`src/design/urls_pkg.sv`:
```
// ----------------------------------------------------------------------------
// urls_pkg
// Shared types and codes for the ultrasonic ranging and line steering block.
// ----------------------------------------------------------------------------
`default_nettype none

package urls_pkg;

   // register indexes on the configuration port
   localparam logic [1:0] REG_NEAR_LIMIT   = 2'd0;
   localparam logic [1:0] REG_REST_PERIOD  = 2'd1;
   localparam logic [1:0] REG_ECHO_TIMEOUT = 2'd2;
   localparam logic [1:0] REG_MM_PER_US    = 2'd3;

   localparam logic [15:0] NEAR_LIMIT_RESET   = 16'd400;
   localparam logic [19:0] REST_PERIOD_RESET  = 20'd500000;
   localparam logic [15:0] ECHO_TIMEOUT_RESET = 16'd38000;
   localparam logic [15:0] MM_PER_US_RESET    = 16'd11239;

   // ranging phases
   localparam logic [2:0] PH_TRIG_LOW  = 3'd0;
   localparam logic [2:0] PH_TRIG_HIGH = 3'd1;
   localparam logic [2:0] PH_WAIT      = 3'd2;
   localparam logic [2:0] PH_MEASURE   = 3'd3;
   localparam logic [2:0] PH_REST      = 3'd4;

   // steering states
   localparam logic [2:0] ST_STRAIGHT    = 3'd0;
   localparam logic [2:0] ST_LEFT        = 3'd1;
   localparam logic [2:0] ST_RIGHT       = 3'd2;
   localparam logic [2:0] ST_PIVOT_LEFT  = 3'd3;
   localparam logic [2:0] ST_PIVOT_RIGHT = 3'd4;
   localparam logic [2:0] ST_OFFROAD     = 3'd5;

   // line patterns, left center right
   localparam logic [2:0] PAT_LEFT        = 3'b100;
   localparam logic [2:0] PAT_RIGHT       = 3'b001;
   localparam logic [2:0] PAT_PIVOT_LEFT  = 3'b110;
   localparam logic [2:0] PAT_PIVOT_RIGHT = 3'b011;
   localparam logic [2:0] PAT_STRAIGHT    = 3'b010;

   localparam int unsigned TRIG_LOW_TICKS  = 2;
   localparam int unsigned TRIG_HIGH_TICKS = 10;

   localparam logic [15:0] DISTANCE_MAX = 16'hFFFF;

   typedef struct packed {
      logic [15:0] near_limit_mm;
      logic [19:0] rest_period_us;
      logic [15:0] echo_timeout_us;
      logic [15:0] mm_per_us_q16;
   } cfg_type;

   typedef struct packed {
      logic echo;
      logic track_l;
      logic track_c;
      logic track_r;
      logic resume;
   } req_type;

   typedef struct packed {
      logic        trigger;
      logic [2:0]  steer_state;
      logic        distance_valid;
      logic [15:0] distance_mm;
      logic        echo_timeout;
      logic        line_hit;
   } rsp_type;

endpackage

`default_nettype wire

```
`src/design/urls_csr.sv`:
```
// ----------------------------------------------------------------------------
// urls_csr
// Configuration registers behind an APB-style write and read port.
// ----------------------------------------------------------------------------
`default_nettype none

module urls_csr (
   input  wire logic               clock,
   input  wire logic               reset,
   input  wire logic               psel,
   input  wire logic               penable,
   input  wire logic               pwrite,
   input  wire logic [3:0]         paddr,
   input  wire logic [31:0]        pwdata,
   output logic [31:0]             prdata,
   output logic                    pready,
   output urls_pkg::cfg_type       cfg
);
   import urls_pkg::*;

   cfg_type    cfg_ff;
   cfg_type    cfg_in;
   logic       wr_en;
   logic [1:0] reg_idx;

   assign pready  = 1'b1;
   assign reg_idx = paddr[3:2];
   assign wr_en   = psel && penable && pwrite && pready;

   always_comb begin
      cfg_in = cfg_ff;
      if (wr_en) begin
         unique case (reg_idx)
            REG_NEAR_LIMIT:   cfg_in.near_limit_mm   = pwdata[15:0];
            REG_REST_PERIOD:  cfg_in.rest_period_us  = pwdata[19:0];
            REG_ECHO_TIMEOUT: cfg_in.echo_timeout_us = pwdata[15:0];
            REG_MM_PER_US:    cfg_in.mm_per_us_q16   = pwdata[15:0];
            default:          cfg_in = cfg_ff;
         endcase
      end
   end

   always_ff @(posedge clock) begin
      if (reset) begin
         cfg_ff.near_limit_mm   <= NEAR_LIMIT_RESET;
         cfg_ff.rest_period_us  <= REST_PERIOD_RESET;
         cfg_ff.echo_timeout_us <= ECHO_TIMEOUT_RESET;
         cfg_ff.mm_per_us_q16   <= MM_PER_US_RESET;
      end else begin
         cfg_ff <= cfg_in;
      end
   end

   always_comb begin
      unique case (reg_idx)
         REG_NEAR_LIMIT:   prdata = {16'd0, cfg_ff.near_limit_mm};
         REG_REST_PERIOD:  prdata = {12'd0, cfg_ff.rest_period_us};
         REG_ECHO_TIMEOUT: prdata = {16'd0, cfg_ff.echo_timeout_us};
         REG_MM_PER_US:    prdata = {16'd0, cfg_ff.mm_per_us_q16};
         default:          prdata = 32'd0;
      endcase
   end

   assign cfg = cfg_ff;

endmodule

`default_nettype wire

```
`src/design/urls_core.sv`:
```
// ----------------------------------------------------------------------------
// urls_core
// Ranging sequencer and steering state, advanced by one tick per step.
// ----------------------------------------------------------------------------
`default_nettype none

module urls_core #(
   parameter int unsigned ECHO_COUNT_BITS   = 16,
   parameter int unsigned PERIOD_COUNT_BITS = 20
) (
   input  wire logic               clock,
   input  wire logic               reset,
   input  wire logic               step,
   input  urls_pkg::cfg_type       cfg,
   input  urls_pkg::req_type       req,
   output urls_pkg::rsp_type       rsp
);
   import urls_pkg::*;

   localparam int unsigned EW = ECHO_COUNT_BITS;
   localparam int unsigned PW = PERIOD_COUNT_BITS;
   localparam int unsigned LW = (PW > 20) ? PW : 20;
   localparam int unsigned DW = (EW > 16) ? EW : 16;
   localparam logic [PW-1:0] CNT_MAX   = {PW{1'b1}};
   localparam logic [EW-1:0] WIDTH_MAX = {EW{1'b1}};

   logic [2:0]    phase_ff, phase_in;
   logic [PW-1:0] count_ff, count_in;
   logic [EW-1:0] width_ff, width_in;
   logic [15:0]   held_ff, held_in;
   logic [2:0]    mode_ff, mode_in;
   logic          flag_ff, flag_in;

   logic [EW+15:0] product;
   logic [DW-1:0]  dist_wide;
   logic [15:0]    range_mm;
   logic [PW-1:0]  count_inc;
   logic [PW-1:0]  timeout_ext;
   logic [LW-1:0]  rest_limit;
   logic [2:0]     pattern;
   logic           dist_valid;
   logic           timed_out;

   assign product   = (EW+16)'(width_ff) * (EW+16)'(cfg.mm_per_us_q16);
   assign dist_wide = DW'(product >> 16);
   assign range_mm  = (dist_wide > DW'(DISTANCE_MAX)) ? DISTANCE_MAX : dist_wide[15:0];

   assign count_inc   = (count_ff == CNT_MAX) ? count_ff : count_ff + PW'(1);
   assign timeout_ext = PW'(cfg.echo_timeout_us);
   // rest period clipped to what the phase counter can reach
   assign rest_limit  = (LW'(cfg.rest_period_us) < LW'(CNT_MAX)) ?
                        LW'(cfg.rest_period_us) : LW'(CNT_MAX);
   assign pattern     = {req.track_l, req.track_c, req.track_r};

   always_comb begin
      phase_in   = phase_ff;
      count_in   = count_ff;
      width_in   = width_ff;
      held_in    = held_ff;
      mode_in    = mode_ff;
      flag_in    = flag_ff;
      dist_valid = 1'b0;
      timed_out  = 1'b0;

      // resume acts before the ranging step
      if (req.resume) begin
         flag_in = 1'b0;
         if (mode_ff == ST_OFFROAD) begin
            mode_in = ST_STRAIGHT;
         end
      end

      unique case (phase_ff)
         PH_TRIG_LOW: begin
            count_in = count_inc;
            if (count_inc >= PW'(TRIG_LOW_TICKS)) begin
               phase_in = PH_TRIG_HIGH;
               count_in = '0;
            end
         end
         PH_TRIG_HIGH: begin
            count_in = count_inc;
            if (count_inc >= PW'(TRIG_HIGH_TICKS)) begin
               phase_in = PH_WAIT;
               count_in = '0;
            end
         end
         PH_WAIT: begin
            if (req.echo) begin
               phase_in = PH_MEASURE;
               count_in = PW'(1);
               width_in = EW'(1);
            end else begin
               count_in = count_inc;
            end
            if (count_in >= timeout_ext) begin
               timed_out = 1'b1;
               phase_in  = PH_REST;
               count_in  = '0;
            end
         end
         PH_MEASURE: begin
            if (req.echo) begin
               count_in = count_inc;
               width_in = (width_ff == WIDTH_MAX) ? width_ff : width_ff + EW'(1);
               if (count_inc >= timeout_ext) begin
                  timed_out = 1'b1;
                  phase_in  = PH_REST;
                  count_in  = '0;
               end
            end else begin
               held_in    = range_mm;
               dist_valid = 1'b1;
               if (range_mm < cfg.near_limit_mm) begin
                  mode_in = ST_OFFROAD;
               end
               phase_in = PH_REST;
               count_in = '0;
            end
         end
         default: begin
            count_in = count_inc;
            if (LW'(count_inc) >= rest_limit) begin
               phase_in = PH_TRIG_LOW;
               count_in = '0;
            end
         end
      endcase

      if (mode_in != ST_OFFROAD) begin
         unique case (pattern)
            PAT_LEFT:        mode_in = ST_LEFT;
            PAT_RIGHT:       mode_in = ST_RIGHT;
            PAT_PIVOT_LEFT:  mode_in = ST_PIVOT_LEFT;
            PAT_PIVOT_RIGHT: mode_in = ST_PIVOT_RIGHT;
            PAT_STRAIGHT:    mode_in = ST_STRAIGHT;
            default:         ;
         endcase
      end else if (|pattern) begin
         flag_in = 1'b1;
      end
   end

   always_ff @(posedge clock) begin
      if (reset) begin
         phase_ff <= PH_TRIG_LOW;
         count_ff <= '0;
         width_ff <= '0;
         held_ff  <= DISTANCE_MAX;
         mode_ff  <= ST_STRAIGHT;
         flag_ff  <= 1'b0;
      end else if (step) begin
         phase_ff <= phase_in;
         count_ff <= count_in;
         width_ff <= width_in;
         held_ff  <= held_in;
         mode_ff  <= mode_in;
         flag_ff  <= flag_in;
      end
   end

   always_comb begin
      rsp.trigger        = (phase_ff == PH_TRIG_HIGH);
      rsp.steer_state    = mode_in;
      rsp.distance_valid = dist_valid;
      rsp.distance_mm    = held_in;
      rsp.echo_timeout   = timed_out;
      rsp.line_hit       = flag_in;
   end

endmodule

`default_nettype wire

```
`src/design/ultrasonic_range_line_steer.sv`:
```
// ----------------------------------------------------------------------------
// ultrasonic_range_line_steer
// Ultrasonic ranging controller with line sensor steering, one tick per word.
// ----------------------------------------------------------------------------
//
//   channel   direction   handshake              payload
//   req       in          req_valid / req_stall  echo, track_l/c/r, resume
//   rsp       out         rsp_valid / rsp_stall  trigger, steer_state, distance, flags
//   csr       in          psel, penable, pwrite  paddr, pwdata, prdata, pready
//
// A tick word passes an input register, then a result register, one word per
// cycle sustained while rsp_stall is low. The ranging state advances as the
// word leaves the input register, through one 16-by-echo-width multiply.
// Reset is synchronous and needs no clearing pass. A stalled result holds in
// the result register while one more word is taken into the input register.
//
`default_nettype none

module ultrasonic_range_line_steer #(
   parameter int unsigned ECHO_COUNT_BITS   = 16,
   parameter int unsigned PERIOD_COUNT_BITS = 20
) (
   input  wire logic        clock,
   input  wire logic        reset,

   input  wire logic        req_valid,
   output logic             req_stall,
   input  wire logic        req_echo,
   input  wire logic        req_track_l,
   input  wire logic        req_track_c,
   input  wire logic        req_track_r,
   input  wire logic        req_resume,

   output logic             rsp_valid,
   input  wire logic        rsp_stall,
   output logic             rsp_trigger,
   output logic [2:0]       rsp_steer_state,
   output logic             rsp_distance_valid,
   output logic [15:0]      rsp_distance_mm,
   output logic             rsp_echo_timeout,
   output logic             rsp_line_hit,

   input  wire logic        psel,
   input  wire logic        penable,
   input  wire logic        pwrite,
   input  wire logic [3:0]  paddr,
   input  wire logic [31:0] pwdata,
   output logic [31:0]      prdata,
   output logic             pready
);
   import urls_pkg::*;

   cfg_type cfg;
   req_type req_ff, req_in;
   rsp_type rsp_ff, rsp_calc;
   logic    req_valid_ff, req_valid_in;
   logic    rsp_valid_ff, rsp_valid_in;
   logic    out_free;
   logic    advance;
   logic    req_take;

   urls_csr u_csr (
      .clock   (clock),
      .reset   (reset),
      .psel    (psel),
      .penable (penable),
      .pwrite  (pwrite),
      .paddr   (paddr),
      .pwdata  (pwdata),
      .prdata  (prdata),
      .pready  (pready),
      .cfg     (cfg)
   );

   urls_core #(
      .ECHO_COUNT_BITS   (ECHO_COUNT_BITS),
      .PERIOD_COUNT_BITS (PERIOD_COUNT_BITS)
   ) u_core (
      .clock (clock),
      .reset (reset),
      .step  (advance),
      .cfg   (cfg),
      .req   (req_ff),
      .rsp   (rsp_calc)
   );

   assign out_free  = !rsp_valid_ff || !rsp_stall;
   assign advance   = req_valid_ff && out_free;
   assign req_stall = req_valid_ff && !out_free;
   assign req_take  = req_valid && !req_stall;

   assign req_in = '{echo:    req_echo,
                     track_l: req_track_l,
                     track_c: req_track_c,
                     track_r: req_track_r,
                     resume:  req_resume};

   always_comb begin
      req_valid_in = req_valid_ff;
      if (req_take) begin
         req_valid_in = 1'b1;
      end else if (advance) begin
         req_valid_in = 1'b0;
      end
      rsp_valid_in = rsp_valid_ff;
      if (advance) begin
         rsp_valid_in = 1'b1;
      end else if (!rsp_stall) begin
         rsp_valid_in = 1'b0;
      end
   end

   always_ff @(posedge clock) begin
      if (reset) begin
         req_valid_ff <= 1'b0;
         rsp_valid_ff <= 1'b0;
      end else begin
         req_valid_ff <= req_valid_in;
         rsp_valid_ff <= rsp_valid_in;
      end
   end

   always_ff @(posedge clock) begin
      if (req_take) begin
         req_ff <= req_in;
      end
      if (advance) begin
         rsp_ff <= rsp_calc;
      end
   end

   assign rsp_valid          = rsp_valid_ff;
   assign rsp_trigger        = rsp_ff.trigger;
   assign rsp_steer_state    = rsp_ff.steer_state;
   assign rsp_distance_valid = rsp_ff.distance_valid;
   assign rsp_distance_mm    = rsp_ff.distance_mm;
   assign rsp_echo_timeout   = rsp_ff.echo_timeout;
   assign rsp_line_hit       = rsp_ff.line_hit;

   // a word moved on from the input register lands in the result register
   a_advance_lands: assert property (@(posedge clock) disable iff (reset)
      advance |=> rsp_valid_ff)
      else $error("advanced word missing from result register");

   // a new reading and a timeout never share one tick
   a_valid_xor_timeout: assert property (@(posedge clock) disable iff (reset)
      rsp_valid_ff |-> !(rsp_ff.distance_valid && rsp_ff.echo_timeout))
      else $error("distance and timeout on the same tick");

   // steering never leaves its defined codes
   a_steer_range: assert property (@(posedge clock) disable iff (reset)
      rsp_valid_ff |-> (rsp_ff.steer_state <= ST_OFFROAD))
      else $error("steering state out of range");

   // stall only holds back a word when the input register is full
   a_stall_full: assert property (@(posedge clock) disable iff (reset)
      req_stall |-> (req_valid_ff && rsp_valid_ff))
      else $error("stall with room in the input register");

endmodule

`default_nettype wire
```
`config.mk`:
```
export PLATFORM = sky130hd
export DESIGN_NAME = ultrasonic_range_line_steer
export DESIGN_NICKNAME = d
export VERILOG_FILES = /design/src/design/urls_pkg.sv /design/src/design/urls_csr.sv /design/src/design/urls_core.sv /design/src/design/ultrasonic_range_line_steer.sv
export SDC_FILE = /design/constraint.sdc
export NUM_CORES = 1
export LEC_CHECK = 0
export ABC_AREA = 1
export BUFFER_PORTS_ARGS = -buffer_cell sky130_fd_sc_hd__buf_2
export CAP_MARGIN = 25
export CORE_MARGIN = 1
export CORE_UTILIZATION = 54
export CTS_CLUSTER_DIAMETER = 100
export DETAILED_ROUTE_END_ITERATION = 8
export GPL_ROUTABILITY_DRIVEN = 0
export GPL_TIMING_DRIVEN = 1
export PLACE_DENSITY = 0.84
export SLEW_MARGIN = 10
export SYNTH_ARGS = -nofsm -noshare
export SYNTH_HDL_FRONTEND = slang
export SYNTH_SLANG_ARGS = --single-unit
```
`constraint.sdc`:
```
create_clock -name clock -period 9.06 [get_ports clock]
set_input_delay 0 -clock clock [delete_from_list [all_inputs] [get_ports clock]]
set_output_delay 0 -clock clock [all_outputs]
set_load 0.01 [all_outputs]
```
Word-level counts from Yosys, hierarchy flattened
Index checks and enable logic that the tools add are counted.
{ "totals": {"regBits": 157, "latch_bits": 0, "ramBits": 0, "mem_bits_ro": 0, "output_inout_bits": 58, "n_memories": 0} }
{ "classes": {"addsub": 2, "n_mul": 1, "div_mod_pow": 0, "n_lt_le_gt_ge": 8, "n_eq_ne": 23, "shifts": 0, "mux": 46, "bitwise": 0, "reduce_logical": 22} }
{ "ops": {"columns": ["cell", "n"], "rows": [
  ["2-to-1 mux 20 bit", 10],
  ["one-hot mux 32 bit (4 select lines)", 1],
  ["2-to-1 mux 16 bit", 6],
  ["one-hot mux 20 bit (4 select lines)", 1],
  ["greater-or-equal comparator 20 x 16 -> 1 bit", 2],
  ["2-to-1 mux 3 bit", 13],
  ["multiplier 16 x 16 -> 32 bit", 1],
  ["one-hot mux 16 bit (2 select lines)", 1],
  ["adder 20 x 1 -> 20 bit, second input constant", 1],
  ["== test 20 bit, second input constant", 1],
  ["greater-or-equal comparator 20 x 2 -> 1 bit, second input constant", 1],
  ["greater-or-equal comparator 20 bit", 1],
  ["greater-or-equal comparator 20 x 4 -> 1 bit, second input constant", 1],
  ["< comparator 20 bit, second input constant", 1],
  ["adder 16 x 1 -> 16 bit, second input constant", 1],
  ["== test 16 bit, second input constant", 1],
  ["> comparator 16 bit, second input constant", 1],
  ["< comparator 16 bit", 1],
  ["one-hot mux 3 bit (5 select lines)", 1],
  ["== test 3 x 2 -> 1 bit, second input constant", 4],
  ["one-hot mux 3 bit (4 select lines)", 1],
  ["2-to-1 mux 1 bit", 11],
  ["== test 3 bit, second input constant", 3],
  ["AND reduction 2 bit", 4],
  ["18 further kinds", 33]
]} }

Longest topological paths before layout
{ "logic_depth": {"word_depth": 9, "depth_mapped": 46, "mapped_depth_nobuf": 44} }

By module
From an unflattened synthesis, not the netlist that was laid out.
{ "hier_totals": {"hier_cells": 2525, "hier_area_um2": 18147.4} }
{ "modules_own_cells": {"columns": ["mod", "n_inst", "cells_each", "area_per_inst_um2", "seq_area_each_um2"], "rows": [
  ["urls_core", 1, 2002, 14033.5, 1181.1],
  ["urls_csr", 1, 483, 3181.8, 1361.3],
  ["ultrasonic_range_line_steer", 1, 40, 932.1, 880.8]
]} }

Worst setup path after synthesis
Ideal clock, no wire load.
{ "synth_timing": {"path_kind": "register -> register", "from": "register u_core.width_ff[6]", "to": "register rsp_ff (netlist bit rsp_steer_state[0]) (data pin)", "setup_time_ps": 264, "t_arrival_ps": 6835, "slack_ps": 1961, "stages_incl_launch_ff": 42, "n_path_buf": 2, "period_less_slack_ps": 7099, "path_cell_list": "dfxtp_1 -> clkbuf_1 -> buf_1 -> nand2_1 -> fa_1 -> inv_1 -> fa_1 -> inv_1 -> fa_1 -> inv_1 -> fa_1 -> fa_1 -> inv_1 -> fa_1 -> inv_1 -> ha_1 -> nand2_1 -> nor2_1 -> (+6 left out) -> nand2_1 -> nand2_1 -> nand2_1 -> nand2_1 -> nand4_1 -> nand2_1 -> nand2_1 -> nand2_1 -> nand2_1 -> nand2_1 -> inv_1 -> ha_1 -> nand3_1 -> o2111a_1 -> nand2_1 -> nand2_1 -> nand2_1 -> nand3_1"} }
{ "synth_lines": {"columns": ["element", "line", "source"], "rows": [
  ["start: declaration", "urls_core.sv:29", "logic [EW-1:0] width_ff, width_in;"],
  ["start signal: assignment", "urls_core.sv:155", "width_ff <= width_in;"],
  ["end signal: assignment", "ultrasonic_range_line_steer.sv:128", "rsp_ff <= rsp_calc;"],
  ["end: declaration", "ultrasonic_range_line_steer.sv:55", "rsp_type rsp_ff, rsp_calc;"]
]} }

==> impl_metrics.tcl <==
set metrics [dict create \
    hold_depth 5 \
    max_clock_freq_mhz 123.5 \
    grt_pass1_wl_mm 80.67 \
    cts_tree "built" \
    clock-sinks 157 \
    wl_mm 49.74 \
    grt_max_degree 75 \
    arrival_ps 8280 \
    synth-main-ff-cell "dfxtp_1" \
    yosys_warnings 0 \
    cts.repair.resized 0 \
    power.total_w 0.001674 \
    dpl_cell_area_sq_mm 0.01842 \
    outcome "finished clean" \
    cts.clk_slew.worst_paths_ps 80 \
    register_area_sq_mm 0.003423 \
    wire_per_inst_microns 17.10 \
    cap_violations 0 \
    slew_headroom 0.2779 \
    die_height_microns 183.8 \
    cts_buffers 17 \
    cp_common_cell "nand2_1" \
    leakage_nw 10.37 \
    hold_viol_final 0 \
    ys_types 52 \
    die_area_sq_mm 0.03378 \
    synthDominantCellAreaShare 0.2165 \
    final_layout_size_suffix_gt1_frac 0.07985 \
    area_growth_pct 8.428 \
    drt_iter0_markers 1843 \
    grt_use_total 0.3019 \
    die_w_microns 183.8 \
    finalClockSkew_ps 12.36 \
    insertion_delay_ps 440 \
    vias 16540 \
    yosysMostFrequentCell "nand2_1" \
    worstPathMaxFanout 18 \
    rows 66 \
    seq_area_frac_synth 0.1918 \
    num_antenna_cells 0 \
    endpoint_kind "flop" \
    synth_edf_count 28 \
    multi_input_area_sq_mm 0.01189 \
    period_share 0.8937 \
    start_util 0.5485 \
    synth_area_leader_cell "fa_1" \
    cts.path.max_buffers 2 \
    root_buffer "clkbuf_16" \
    power.density_mw_per_mm2 86.52 \
    grt_pass1_vias 16360 \
    reg2reg_depth 40 \
    ys_top_cells_by_area "fa_1 (22%), dfxtp_1 (14%), ha_1 (12%), nand2_1 (11%), inv_1 (11%)" \
    routed_via_density 5.686 \
    cp_slowest_cell "dfxtp_1" \
    slew_viol_final 0 \
    setup_tns_ps 0 \
    yosys-top-cells-count "nand2_1 (538), inv_1 (521), fa_1 (193)" \
    final_cell_area_sq_mm 0.01935 \
    pre_cts_ws_ps 1097 \
    hp-class "in -> reg" \
    cp-start-kind "flop" \
    coreArea_sq_mm 0.03254 \
    fillCellCount 2768 \
    setup_viol 0 \
    slowest_delay_ps 1030 \
    antenna_found_initial 0 \
    worst_pin_slew_ps 1083 \
    synthesis.area_sq_mm 0.01784 \
    drt-pass1-iter-count 6 \
    setup_ws_ps 962.6 \
    ant_nets 0 \
    ys_ff_latch 157 \
    ys_async_sr_fraction 0 \
    path_class "reg -> reg" \
    grt_remaining_overflow 0 \
    nNetsFinal 2865 \
    period_minus_slack_ps 8097 \
    portBuffers 78 \
    irDropWorstVdd_mv 0.1597 \
    synth_cells 2422 \
    drc 0 \
    syn_area_per_cell_sq_um 7.368 \
    ioPinCount 106 \
    worst_ep_required_time_ps 9240 \
    rsz0062_at_grt "false" \
    dpl.hpwl_mm 36.96 \
    post_cts_buffers 0 \
    h-tree-depth 4 \
]
==> critical path, delay by kind of cell (launching register included) <==
kind            cells  cell delay [ps]
compound gates      1              120
fa+ha+maj           8             3590
buf+inv             6              500
flops               1             1030
simple gates       25             2590
==> metrics by stage <==
stage | utilization | hold WS [ps] | instances
floorplan | - | 98.87 | 2433
global placement | 0.5661 | 176.1 | 2846
detailed placement | 0.5661 | 178.1 | 2846
CTS | 0.5935 | 152.2 | 2906
global route | 0.5947 | 59.02 | 2909
finish | 0.5947 | 31.65 | 2909
==> where the power goes <==
group / switching [W] / internal, W
combinational: 0.000116 / 0.0000591
clock: 0.000366 / 0.000378
sequential: 0.0000223 / 0.000732
==> routing by layer <==
metal,up-vias,track usage,share of wire
met5,-,0,0
met1,7781,0.3735,0.37
met2,1009,0.5017,0.47
met4,0,0.1747,0.057
li1,7528,-,-
met3,223,0.04497,0.097
==> cells by family (layout without fill, tap and decap cells) <==
family | Yosys count | count (layout) | share of synthesized area
AOI/OAI and AO/OA | 354 | 354 | 0.1097
xor gates and xnor gates | 26 | 26 | 0.01276
adders and majority gates | 363 | 363 | 0.3357
buffers and inverters | 662 | 696 | 0.1449
DFF | 157 | 157 | 0.1918
other | 2 | 13 | 0.0004209
and+or+nand+nor | 858 | 858 | 0.2047
==> repair_timing <==
| action | 4_1_cts | 5_1_grt |
|---|---|---|
| endpoints found under the setup margin | 0 | 0 |
| hold buffers | 28 | 1 |
| hold endpoints to repair | 78 | 5 |
==> area by class of cell <==
cell class	count	area share
sequential	157	0.1769
clock inverter	15	0.009571
inverter	533	0.1035
timing repair buffer	131	0.04514
multi-input combinational	1614	0.6143
clock buffer	17	0.02199
tap	442	0.02858
==> registers in the layout, indices dropped and copies added, names as in the netlist, 3 cells and up <==
register	flops
req_ff	5
rsp_distance_mm	16
rsp_steer_state	3
u_core.count_ff	20
u_core.held_ff	16
u_core.mode_ff	3
u_core.phase_ff	3
u_core.width_ff	16
u_csr.cfg	68
==> placed cells by master, fill, tap and decap left out, types with 17 or more instances in the layout <==
cell type      netlist  routed
nand3_1             98      98
dfxtp_1            129     129
ha_1               170     170
xor2_1              19      19
o21ai_0            115     115
nand4_1             48      48
buf_4               17      23
fa_1               193     193
clkbuf_16            0      17
o211ai_1            18      18
edfxtp_1            28      28
nand2_1            538     538
a21oi_1            160     160
inv_1              521     520
nor2_1             119     117
buf_2                2      78
dlygate4sd3_1        0      29
==> final timing paths <==
path	slack (ps)	startpoint	endpoint
setup / recovery	960	u_core.width_ff[4]	rsp_steer_state[0]
hold / removal	30	paddr[2]	u_csr.cfg[0]
setup reg to reg	960	u_core.width_ff[4]	rsp_steer_state[0]
hold reg to reg	470	u_core.held_ff[9]	u_core.held_ff[9]
Power figures use the tool's default switching activity.
